$ cat src/sv/assert_macros.svh
// ----------------------------------------------------------------------------
// assert_macros: shared concurrent assertion macros
// clocked property checks with disable iff reset gating
// ----------------------------------------------------------------------------
`ifndef ASSERT_MACROS_SVH
`define ASSERT_MACROS_SVH

// property must hold at every rising clock edge outside reset
`define ASSERT_PROP(label, clk, rst, prop, msg) \
   label: assert property (@(posedge clk) disable iff (rst) (prop)) else $error(msg);

// expression must never be true outside reset
`define ASSERT_NEVER(label, clk, rst, expr, msg) \
   `ASSERT_PROP(label, clk, rst, !(expr), msg)

`endif

$ cat src/sv/adsb_pkg.sv
// ----------------------------------------------------------------------------
// adsb_pkg
// shared types, constants and tables of the extended squitter encoder
// ----------------------------------------------------------------------------
package adsb_pkg;

   localparam logic [7:0]  FRAME_HEAD   = 8'h8D;
   localparam logic [3:0]  LAST_BYTE    = 4'd13;

   localparam logic [1:0]  KIND_ID      = 2'd0;
   localparam logic [1:0]  KIND_ODD     = 2'd1;
   localparam logic [1:0]  KIND_EVEN    = 2'd2;

   localparam logic [2:0]  CNT_LAST     = 3'd6;

   localparam logic [4:0]  TC_IDENT     = 5'd4;
   localparam logic [2:0]  CAT_IDENT    = 3'd7;
   localparam logic [4:0]  TC_AIRPOS    = 5'd9;

   localparam logic [5:0]  NL_COUNT     = 6'd58;
   localparam logic [6:0]  NL_MAX       = 7'd59;
   localparam logic [5:0]  ZONES_LAT    = 6'd60;
   localparam logic [24:0] NL_SCALE     = 25'd17578125;

   localparam logic signed [16:0] ALT_MIN = -17'sd1000;
   localparam logic signed [16:0] ALT_MAX = 17'sd50175;
   localparam logic [16:0] ALT_OFFSET   = 17'd1000;
   localparam logic [16:0] RECIP_25     = 17'd83887;

   localparam logic [31:0] CPR_HALF     = 32'd16384;

   localparam logic [1:0]  CSR_ICAO     = 2'd0;
   localparam logic [1:0]  CSR_CALLSIGN = 2'd1;

   typedef struct packed {
      logic [55:0] me;
      logic [1:0]  kind;
   } frame_type;

   function automatic logic [5:0] char_code(input logic [7:0] c);
      logic [5:0] code;
      code = 6'd0;
      if (c >= 8'h41 && c <= 8'h5A) code = c[5:0];
      else if (c == 8'h20) code = 6'd32;
      else if (c >= 8'h30 && c <= 8'h39) code = c[5:0];
      return code;
   endfunction

   // transition latitudes in units of 1e-8 degree
   function automatic logic [33:0] nl_limit(input logic [5:0] idx);
      logic [33:0] t;
      case (idx)
         6'd0:  t = 34'd1047047130;
         6'd1:  t = 34'd1482817437;
         6'd2:  t = 34'd1818626357;
         6'd3:  t = 34'd2102939493;
         6'd4:  t = 34'd2354504487;
         6'd5:  t = 34'd2582924707;
         6'd6:  t = 34'd2793898710;
         6'd7:  t = 34'd2991135686;
         6'd8:  t = 34'd3177209708;
         6'd9:  t = 34'd3353993436;
         6'd10: t = 34'd3522899598;
         6'd11: t = 34'd3685025108;
         6'd12: t = 34'd3841241892;
         6'd13: t = 34'd3992256684;
         6'd14: t = 34'd4138651832;
         6'd15: t = 34'd4280914012;
         6'd16: t = 34'd4419454951;
         6'd17: t = 34'd4554626723;
         6'd18: t = 34'd4686733252;
         6'd19: t = 34'd4816039128;
         6'd20: t = 34'd4942776439;
         6'd21: t = 34'd5067150166;
         6'd22: t = 34'd5189342469;
         6'd23: t = 34'd5309516153;
         6'd24: t = 34'd5427817472;
         6'd25: t = 34'd5544378444;
         6'd26: t = 34'd5659318756;
         6'd27: t = 34'd5772747354;
         6'd28: t = 34'd5884763776;
         6'd29: t = 34'd5995459277;
         6'd30: t = 34'd6104917774;
         6'd31: t = 34'd6213216659;
         6'd32: t = 34'd6320427479;
         6'd33: t = 34'd6426616523;
         6'd34: t = 34'd6531845310;
         6'd35: t = 34'd6636171008;
         6'd36: t = 34'd6739646774;
         6'd37: t = 34'd6842322022;
         6'd38: t = 34'd6944242631;
         6'd39: t = 34'd7045451075;
         6'd40: t = 34'd7145986473;
         6'd41: t = 34'd7245884545;
         6'd42: t = 34'd7345177442;
         6'd43: t = 34'd7443893416;
         6'd44: t = 34'd7542056257;
         6'd45: t = 34'd7639684391;
         6'd46: t = 34'd7736789461;
         6'd47: t = 34'd7833374083;
         6'd48: t = 34'd7929428225;
         6'd49: t = 34'd8024923213;
         6'd50: t = 34'd8119801349;
         6'd51: t = 34'd8213956981;
         6'd52: t = 34'd8307199445;
         6'd53: t = 34'd8399173563;
         6'd54: t = 34'd8489166191;
         6'd55: t = 34'd8575541621;
         6'd56: t = 34'd8653536998;
         6'd57: t = 34'd8700000000;
         default: t = 34'd0;
      endcase
      return t;
   endfunction

endpackage

$ cat src/sv/adsb_front.sv
// ----------------------------------------------------------------------------
// adsb_front
// accepts ticks, picks the message kind and builds the 56-bit ME field
// ----------------------------------------------------------------------------
`include "assert_macros.svh"

module adsb_front (
   input  logic                    clock,
   input  logic                    reset,
   input  logic                    req_valid,
   output logic                    req_stall,
   input  logic signed [31:0]      req_latitude,
   input  logic signed [31:0]      req_longitude,
   input  logic signed [16:0]      req_altitude,
   input  logic [63:0]             callsign,
   output logic                    q_push,
   output adsb_pkg::frame_type     q_push_data,
   input  logic                    q_full
);
   import adsb_pkg::*;

   typedef enum logic [4:0] {
      ST_IDLE = 5'b00001,
      ST_PROD = 5'b00010,
      ST_SRCH = 5'b00100,
      ST_CPR  = 5'b01000,
      ST_PUSH = 5'b10000
   } state_type;

   state_type          state_ff, state_in;
   logic [2:0]         cnt_ff, cnt_in;
   logic [1:0]         kind_ff, kind_in;
   logic [31:0]        lat_ff, lat_in;
   logic [31:0]        lon_ff, lon_in;
   logic signed [16:0] alt_ff, alt_in;
   logic [31:0]        abs_ff, abs_in;
   logic [56:0]        prod_ff, prod_in;
   logic [5:0]         lo_ff, lo_in;
   logic [5:0]         hi_ff, hi_in;
   logic [31:0]        plat_ff, plat_in;
   logic [31:0]        plon_ff, plon_in;
   logic [10:0]        n_ff, n_in;

   logic               accept;
   logic [6:0]         mid_sum;
   logic [5:0]         mid;
   logic [56:0]        thr;
   logic               f;
   logic [5:0]         nl;
   logic [5:0]         nlc;
   logic [5:0]         zlat;
   logic signed [16:0] alt_cl;
   logic [15:0]        alt_ofs;
   logic [32:0]        alt_prod;
   logic [31:0]        lat_sum;
   logic [31:0]        lon_sum;
   logic [11:0]        altf;
   logic [55:0]        me_id;
   logic [55:0]        me_pos;

   assign req_stall = (state_ff != ST_IDLE);
   assign accept    = req_valid && !req_stall;

   assign f       = (kind_ff == KIND_ODD);
   assign mid_sum = {1'b0, lo_ff} + {1'b0, hi_ff};
   assign mid     = mid_sum[6:1];
   assign thr     = {2'b00, nl_limit(mid), 21'd0};

   assign nl   = 6'(NL_MAX - {1'b0, lo_ff});
   assign nlc  = (nl > (6'(f) + 6'd1)) ? (nl - 6'(f)) : 6'd1;
   assign zlat = ZONES_LAT - 6'(f);

   always_comb begin
      alt_cl = alt_ff;
      if (alt_ff < ALT_MIN) alt_cl = ALT_MIN;
      else if (alt_ff > ALT_MAX) alt_cl = ALT_MAX;
   end
   assign alt_ofs  = 16'($unsigned(alt_cl) + ALT_OFFSET);
   assign alt_prod = 33'(alt_ofs) * 33'(RECIP_25);

   assign lat_sum = plat_ff + CPR_HALF;
   assign lon_sum = plon_ff + CPR_HALF;
   assign altf    = {n_ff[10:4], 1'b1, n_ff[3:0]};
   assign me_pos  = {TC_AIRPOS, 3'b000, altf, 1'b0, f, lat_sum[31:15], lon_sum[31:15]};

   always_comb begin
      me_id = {TC_IDENT, CAT_IDENT, 48'd0};
      for (int i = 0; i < 8; i++) begin
         me_id[47 - 6 * i -: 6] = char_code(callsign[63 - 8 * i -: 8]);
      end
   end

   assign q_push_data.me   = (kind_ff == KIND_ID) ? me_id : me_pos;
   assign q_push_data.kind = kind_ff;
   assign q_push           = (state_ff == ST_PUSH) && !q_full;

   always_comb begin
      state_in = state_ff;
      cnt_in   = cnt_ff;
      kind_in  = kind_ff;
      lat_in   = lat_ff;
      lon_in   = lon_ff;
      alt_in   = alt_ff;
      abs_in   = abs_ff;
      prod_in  = prod_ff;
      lo_in    = lo_ff;
      hi_in    = hi_ff;
      plat_in  = plat_ff;
      plon_in  = plon_ff;
      n_in     = n_ff;
      unique case (state_ff)
         ST_IDLE: begin
            if (accept) begin
               lat_in   = req_latitude;
               lon_in   = req_longitude;
               alt_in   = req_altitude;
               abs_in   = req_latitude[31] ? (~req_latitude + 32'd1) : req_latitude;
               if (cnt_ff == 3'd0) kind_in = KIND_ID;
               else if (cnt_ff[0]) kind_in = KIND_ODD;
               else kind_in = KIND_EVEN;
               cnt_in   = (cnt_ff >= CNT_LAST) ? 3'd0 : cnt_ff + 3'd1;
               state_in = ST_PROD;
            end
         end
         ST_PROD: begin
            prod_in  = 57'(abs_ff) * 57'(NL_SCALE);
            lo_in    = 6'd0;
            hi_in    = NL_COUNT;
            state_in = ST_SRCH;
         end
         ST_SRCH: begin
            if (lo_ff == hi_ff) begin
               state_in = ST_CPR;
            end else if (prod_ff > thr) begin
               lo_in = mid + 6'd1;
            end else begin
               hi_in = mid;
            end
         end
         ST_CPR: begin
            plat_in  = 32'(lat_ff * 32'(zlat));
            plon_in  = 32'(lon_ff * 32'(nlc));
            n_in     = alt_prod[31:21];
            state_in = ST_PUSH;
         end
         ST_PUSH: begin
            if (!q_full) state_in = ST_IDLE;
         end
         default: state_in = ST_IDLE;
      endcase
   end

   always_ff @(posedge clock) begin
      if (reset) begin
         state_ff <= ST_IDLE;
         cnt_ff   <= 3'd0;
      end else begin
         state_ff <= state_in;
         cnt_ff   <= cnt_in;
      end
   end

   always_ff @(posedge clock) begin
      kind_ff <= kind_in;
      lat_ff  <= lat_in;
      lon_ff  <= lon_in;
      alt_ff  <= alt_in;
      abs_ff  <= abs_in;
      prod_ff <= prod_in;
      lo_ff   <= lo_in;
      hi_ff   <= hi_in;
      plat_ff <= plat_in;
      plon_ff <= plon_in;
      n_ff    <= n_in;
   end

   `ASSERT_PROP(a_srch_bounds, clock, reset, (state_ff == ST_SRCH) |-> (lo_ff <= hi_ff && hi_ff <= NL_COUNT), "zone search range broken")
   `ASSERT_NEVER(a_cnt_range, clock, reset, cnt_ff > CNT_LAST, "message counter out of range")

endmodule

$ cat src/sv/adsb_queue.sv
// ----------------------------------------------------------------------------
// adsb_queue
// small fifo of encoded messages between front and serializer
// ----------------------------------------------------------------------------
`include "assert_macros.svh"

module adsb_queue #(
   parameter int DEPTH = 2
) (
   input  logic                clock,
   input  logic                reset,
   input  logic                push,
   input  adsb_pkg::frame_type push_data,
   output logic                full,
   input  logic                pop,
   output adsb_pkg::frame_type pop_data,
   output logic                valid
);
   import adsb_pkg::*;

   localparam int PTR_W = (DEPTH > 1) ? $clog2(DEPTH) : 1;
   localparam int CNT_W = $clog2(DEPTH + 1);
   localparam logic [PTR_W-1:0] PTR_LAST = PTR_W'(DEPTH - 1);
   localparam logic [CNT_W-1:0] CNT_FULL = CNT_W'(DEPTH);

   frame_type        slot_ff [DEPTH];
   logic [PTR_W-1:0] wr_ff, wr_in;
   logic [PTR_W-1:0] rd_ff, rd_in;
   logic [CNT_W-1:0] cnt_ff, cnt_in;

   assign full     = (cnt_ff == CNT_FULL);
   assign valid    = (cnt_ff != '0);
   assign pop_data = slot_ff[rd_ff];

   always_comb begin
      wr_in  = wr_ff;
      rd_in  = rd_ff;
      cnt_in = cnt_ff;
      if (push) wr_in = (wr_ff == PTR_LAST) ? '0 : wr_ff + PTR_W'(1);
      if (pop) rd_in = (rd_ff == PTR_LAST) ? '0 : rd_ff + PTR_W'(1);
      if (push && !pop) cnt_in = cnt_ff + CNT_W'(1);
      else if (pop && !push) cnt_in = cnt_ff - CNT_W'(1);
   end

   always_ff @(posedge clock) begin
      if (reset) begin
         wr_ff  <= '0;
         rd_ff  <= '0;
         cnt_ff <= '0;
      end else begin
         wr_ff  <= wr_in;
         rd_ff  <= rd_in;
         cnt_ff <= cnt_in;
      end
   end

   always_ff @(posedge clock) begin
      if (push) slot_ff[wr_ff] <= push_data;
   end

   `ASSERT_NEVER(a_push_full, clock, reset, push && full, "push into full queue")
   `ASSERT_NEVER(a_pop_empty, clock, reset, pop && !valid, "pop from empty queue")

endmodule

$ cat src/sv/adsb_back.sv
// ----------------------------------------------------------------------------
// adsb_back
// serializes one queued message into the fourteen frame bytes
// ----------------------------------------------------------------------------
`include "assert_macros.svh"

module adsb_back (
   input  logic                clock,
   input  logic                reset,
   input  logic [23:0]         icao_address,
   input  logic                q_valid,
   input  adsb_pkg::frame_type q_data,
   output logic                q_pop,
   output logic                rsp_valid,
   input  logic                rsp_stall,
   output logic [7:0]          rsp_frame_byte,
   output logic                rsp_last_byte,
   output logic [1:0]          rsp_message_kind
);
   import adsb_pkg::*;

   frame_type  frame_ff, frame_in;
   logic       loaded_ff, loaded_in;
   logic [3:0] idx_ff, idx_in;
   logic       valid_ff, valid_in;
   logic [7:0] byte_ff, byte_in;
   logic       last_ff, last_in;
   logic [1:0] kind_ff, kind_in;

   logic       out_free;
   logic       at_last;
   logic [7:0] sel_byte;

   assign out_free = !valid_ff || !rsp_stall;
   assign at_last  = (idx_ff == LAST_BYTE);
   assign q_pop    = q_valid && (!loaded_ff || (out_free && at_last));

   always_comb begin
      case (idx_ff)
         4'd0:    sel_byte = FRAME_HEAD;
         4'd1:    sel_byte = icao_address[23:16];
         4'd2:    sel_byte = icao_address[15:8];
         4'd3:    sel_byte = icao_address[7:0];
         4'd4:    sel_byte = frame_ff.me[55:48];
         4'd5:    sel_byte = frame_ff.me[47:40];
         4'd6:    sel_byte = frame_ff.me[39:32];
         4'd7:    sel_byte = frame_ff.me[31:24];
         4'd8:    sel_byte = frame_ff.me[23:16];
         4'd9:    sel_byte = frame_ff.me[15:8];
         4'd10:   sel_byte = frame_ff.me[7:0];
         default: sel_byte = 8'd0;
      endcase
   end

   always_comb begin
      frame_in  = frame_ff;
      loaded_in = loaded_ff;
      idx_in    = idx_ff;
      valid_in  = valid_ff;
      byte_in   = byte_ff;
      last_in   = last_ff;
      kind_in   = kind_ff;
      if (out_free) begin
         valid_in = loaded_ff;
         if (loaded_ff) begin
            byte_in = sel_byte;
            last_in = at_last;
            kind_in = frame_ff.kind;
            idx_in  = at_last ? 4'd0 : idx_ff + 4'd1;
            if (at_last) loaded_in = 1'b0;
         end
      end
      if (q_pop) begin
         frame_in  = q_data;
         loaded_in = 1'b1;
         idx_in    = 4'd0;
      end
   end

   always_ff @(posedge clock) begin
      if (reset) begin
         loaded_ff <= 1'b0;
         idx_ff    <= 4'd0;
         valid_ff  <= 1'b0;
      end else begin
         loaded_ff <= loaded_in;
         idx_ff    <= idx_in;
         valid_ff  <= valid_in;
      end
   end

   always_ff @(posedge clock) begin
      frame_ff <= frame_in;
      byte_ff  <= byte_in;
      last_ff  <= last_in;
      kind_ff  <= kind_in;
   end

   assign rsp_valid        = valid_ff;
   assign rsp_frame_byte   = byte_ff;
   assign rsp_last_byte    = last_ff;
   assign rsp_message_kind = kind_ff;

   `ASSERT_PROP(a_idx_range, clock, reset, loaded_ff |-> (idx_ff <= LAST_BYTE), "byte index past frame end")

endmodule

$ cat src/sv/adsb_extended_squitter_encoder.sv
// ----------------------------------------------------------------------------
// adsb_extended_squitter_encoder: DF 17 frame encoder, one frame per tick
// a tick passes front, queue and serializer; one byte a cycle while rsp_stall is low
// the front takes the next tick once the last is queued; the serializer sets the rate
// front steps idle, product, search, cpr, push (zone search runs 5 or 6 halving steps)
// reset: counter, queue, req_stall, rsp_valid and both config registers cleared to zero
// ----------------------------------------------------------------------------
module adsb_extended_squitter_encoder #(
   parameter int QUEUE_DEPTH = 2
) (
   input  logic               clock,
   input  logic               reset,
   input  logic               req_valid,
   output logic               req_stall,
   input  logic signed [31:0] req_latitude,
   input  logic signed [31:0] req_longitude,
   input  logic signed [16:0] req_altitude,
   output logic               rsp_valid,
   input  logic               rsp_stall,
   output logic [7:0]         rsp_frame_byte,
   output logic               rsp_last_byte,
   output logic [1:0]         rsp_message_kind,
   input  logic               csr_valid,
   output logic               csr_ready,
   input  logic [1:0]         csr_index,
   input  logic [63:0]        csr_wdata
);
   import adsb_pkg::*;

   logic [23:0] icao_ff, icao_in;
   logic [63:0] callsign_ff, callsign_in;
   logic        csr_write;

   logic        q_push;
   frame_type   q_push_data;
   logic        q_full;
   logic        q_pop;
   frame_type   q_pop_data;
   logic        q_valid;

   assign csr_ready = 1'b1;
   assign csr_write = csr_valid && csr_ready;

   always_comb begin
      icao_in     = icao_ff;
      callsign_in = callsign_ff;
      if (csr_write) begin
         unique case (csr_index)
            CSR_ICAO:     icao_in     = csr_wdata[23:0];
            CSR_CALLSIGN: callsign_in = csr_wdata;
            default:      ;
         endcase
      end
   end

   always_ff @(posedge clock) begin
      if (reset) begin
         icao_ff     <= 24'd0;
         callsign_ff <= 64'd0;
      end else begin
         icao_ff     <= icao_in;
         callsign_ff <= callsign_in;
      end
   end

   adsb_front u_front (
      .clock         (clock),
      .reset         (reset),
      .req_valid     (req_valid),
      .req_stall     (req_stall),
      .req_latitude  (req_latitude),
      .req_longitude (req_longitude),
      .req_altitude  (req_altitude),
      .callsign      (callsign_ff),
      .q_push        (q_push),
      .q_push_data   (q_push_data),
      .q_full        (q_full)
   );

   adsb_queue #(
      .DEPTH (QUEUE_DEPTH)
   ) u_queue (
      .clock     (clock),
      .reset     (reset),
      .push      (q_push),
      .push_data (q_push_data),
      .full      (q_full),
      .pop       (q_pop),
      .pop_data  (q_pop_data),
      .valid     (q_valid)
   );

   adsb_back u_back (
      .clock            (clock),
      .reset            (reset),
      .icao_address     (icao_ff),
      .q_valid          (q_valid),
      .q_data           (q_pop_data),
      .q_pop            (q_pop),
      .rsp_valid        (rsp_valid),
      .rsp_stall        (rsp_stall),
      .rsp_frame_byte   (rsp_frame_byte),
      .rsp_last_byte    (rsp_last_byte),
      .rsp_message_kind (rsp_message_kind)
   );

endmodule

$ cat config.mk
export PLATFORM = sky130hd
export DESIGN_NAME = adsb_extended_squitter_encoder
export DESIGN_NICKNAME = d
export VERILOG_FILES = /design/src/sv/adsb_pkg.sv /design/src/sv/adsb_front.sv /design/src/sv/adsb_queue.sv /design/src/sv/adsb_back.sv /design/src/sv/adsb_extended_squitter_encoder.sv
export VERILOG_INCLUDE_DIRS = /design/src /design/src/sv
export SDC_FILE = /design/constraint.sdc
export NUM_CORES = 2
export LEC_CHECK = 0
export ABC_CLOCK_PERIOD_IN_PS = 21800
export CAP_MARGIN = 20
export CORE_ASPECT_RATIO = 1.25
export CORE_UTILIZATION = 35
export DETAILED_ROUTE_END_ITERATION = 8
export DONT_BUFFER_PORTS = 1
export PLACE_DENSITY = 0.49
export SLEW_MARGIN = 20
export SYNTH_ARGS = -nofsm -noshare
export SYNTH_HDL_FRONTEND = slang
export SYNTH_SLANG_ARGS = --single-unit
$ cat constraint.sdc
create_clock -name clock -period 21.8 [get_ports clock]
set_input_delay 5.45 -clock clock [delete_from_list [all_inputs] [get_ports clock]]
set_output_delay 5.45 -clock clock [all_outputs]
set_load 0.005 [all_outputs]
==> flow_metrics.tcl <==
set metrics [dict create \
    syn_area_per_cell_um2 10.1 \
    fin_setup_tns_ns 0 \
    cpPeakStageDelay_ns 0.58 \
    relSlewSlack_pct 30.5 \
    dr.first_iter.drc_count 2331 \
    yosys_warnings 0 \
    drv_slew 0 \
    arrival_ns 9.09 \
    num_vias 33665 \
    drt-total-wl_um 132000 \
    clock_skew_ns 0.0395 \
    core-area_um2 137000 \
    routed_via_density 5.07 \
    multi_input_area_um2 30800 \
    cp_max_fo 6 \
    root_buffer "clkbuf_16" \
    fin_crit_ns 8.69 \
    clock_latency_ns 0.66 \
    grt_overflow_total 0 \
    clock_path_buffers 3 \
    grt_use_total_pct 18.8 \
    slowest_stage "or4_4" \
    synth_edf_count 397 \
    dieArea_um2 140000 \
    status "complete, no violations" \
    synth-seq-cells 503 \
    grt_pass1_wl_um 204000 \
    cts_tree "built" \
    ys_seq_area_share_pct 29.0 \
    synth_fp_nets 6086 \
    routedWlPerCell_um 19.9 \
    tightest_slew_ns 1.04 \
    synthCells 4813 \
    syn_area_um2 48500 \
    clock-sinks 503 \
    io_pins 166 \
    end_kind "register" \
    ys_types 91 \
    cts_hold_buffers 0 \
    max_freq_ghz 0.115 \
    drive_above_1_share_pct 4.98 \
    hold_viol 0 \
    first_pass_iters 6 \
    dp.cells 6538 \
    grt_pass1_vias 34187 \
    portBuffers 0 \
    rsz0062_at_grt "no" \
    setup_viol 0 \
    rows 152 \
    routabilityCongestion 0.913 \
    start_util_pct 35.3 \
    grt_max_degree 102 \
    clk_pin_slew_worst_paths_ns 0.07 \
    nets 6021 \
    fin_cells 6645 \
    criticalPathCategory "reg -> reg" \
    cts_setup_buffers 0 \
    die_y_um 418 \
    ff_latch_area_um2 14000 \
    r2r_setup_slack_ns 13.11 \
    max_cap_viol_count 0 \
    drc 0 \
    ant_nets 0 \
    die_x_um 335 \
    ctsResizeCount 0 \
    required_ns 22.21 \
    crit_path_start_kind "register" \
    async_flop_share_pct 0 \
    hold_class "reg -> reg" \
    htree_levels 2 \
    fin_crit_sh_pct 39.8 \
    fill_cells 13837 \
    area_growth_pct 8.31 \
    antenna_found_initial 12 \
    dpl.hpwl_um 106000 \
    synth_ff_type "edfxtp_1" \
    numCtsBuffers 56 \
]
worst paths after layout:
path                                     from                         to  cells past startpoint
setup / recovery  u_front.alt_ff[7]$_DFFE_PP_  u_front.n_ff[9]$_DFFE_PP_                     33
hold / removal       icao_ff[23]$_SDFFE_PP0P_   icao_ff[23]$_SDFFE_PP0P_                      2
setup reg to reg  u_front.alt_ff[7]$_DFFE_PP_  u_front.n_ff[9]$_DFFE_PP_                     33
hold reg to reg      icao_ff[23]$_SDFFE_PP0P_   icao_ff[23]$_SDFFE_PP0P_                      2
cell usage in the layout (no fill, tap or decap), types with 21 or more instances in the layout:
cell type,n
mux2_2,57
o22ai_1,28
nor3_1,60
o211ai_1,28
dfxtp_1,105
fa_1,495
buf_4,40
and2_1,67
o311ai_0,21
o21ai_0,144
nand3_1,72
a31oi_1,38
xor2_1,57
xnor2_1,130
nor2_1,197
a211oi_1,25
nand2_1,530
inv_1,808
nand4_1,21
edfxtp_1,397
a21o_1,93
and3_1,29
ha_1,626
a21oi_1,267
or3_1,25
clkbuf_16,56
nand2b_1,26
o21a_1,22
Yosys cell counts (all sizes together), types with 19 or more instances:
library cell / n / area (µm²)
inv: 811 / 3040
ha: 626 / 7830
nand2: 530 / 1990
fa: 495 / 9910
edfxtp: 397 / 11900
a21oi: 268 / 1340
nor2: 200 / 751
o21ai: 148 / 744
clkbuf: 147 / 552
xnor2: 135 / 1190
dfxtp: 106 / 2120
a21o: 93 / 698
nand3: 73 / 370
and2: 69 / 432
nor3: 61 / 310
xor2: 58 / 508
mux2: 57 / 642
a31oi: 39 / 250
and3: 29 / 181
o211ai: 28 / 210
o22ai: 28 / 175
nand2b: 27 / 176
or3: 27 / 179
a211oi: 26 / 208
o21a: 22 / 165
o311ai: 22 / 200
nand4: 21 / 131
nor2b: 20 / 125
a311oi: 19 / 166
layer usage:
metal / part of all wire, % / track usage, %
met1: 43 / 24.1
met5: 0.091 / 0
met4: 2.6 / 4.94
met2: 49 / 32.6
met3: 4.7 / 2.97
registers in the layout, summed over array words and instances (netlist names), 4 cells and up:
signal                 flops
u_front.alt_ff            17
icao_ff                   24
u_front.lat_ff            31
u_front.hi_ff              6
u_front.abs_ff            32
u_front.plat_ff           18
u_front.prod_ff           57
u_front.n_ff              11
u_queue.slot_ff          104
u_front.state_ff           5
u_back.rsp_frame_byte      8
u_back.frame_ff           52
callsign_ff               64
u_front.plon_ff           18
u_front.lo_ff              6
u_front.lon_ff            32
u_back.idx_ff              4
worst max-delay path: cells and delay by family (launching register included):
family | cells | cell delay (ns)
buffers and inverters | 5 | 0.34
XOR/XNOR | 1 | 0.09
AO/OA/AOI/OAI | 11 | 2.17
adder cells (fa/ha/maj) | 8 | 3.53
flip-flops | 1 | 0.45
AND/OR/NAND/NOR | 8 | 1.89
logic make-up after synthesis:
logic type	Yosys count	synth area share (%)
compound gates	831	11.1
xor+xnor	193	3.50
fa+ha+maj	1121	36.6
buf+inv	976	7.57
flops	503	29.0
mux	71	1.64
other cells	1	0.00774
simple gates	1117	10.6
layout make-up:
type / instances / area share, %
multi-input combinational: 3334 / 58.8
sequential: 503 / 26.8
inverter: 813 / 5.82
tap: 1848 / 4.41
clock buffer: 68 / 2.79
clock inverter: 37 / 0.877
timing repair buffer: 40 / 0.572
antenna: 2 / 0.00954
metrics by stage:
step / util [%] / worst slack (ns) / hold slack [ns] / instance area, µm²
detailed placement: 36.8 / 13.02 / 0.444 / 50600
global route: 38.2 / 12.58 / 0.471 / 52500
finish: 38.2 / 13.11 / 0.456 / 52500
floorplan: - / 13.47 / 0.400 / 48500
global placement: 36.8 / 13.20 / 0.438 / 50600
CTS: 38.2 / 13.05 / 0.455 / 52500
Power is not shown: default switching activity piles up to over one toggle a cycle in this logic, so the estimate is an artifact.
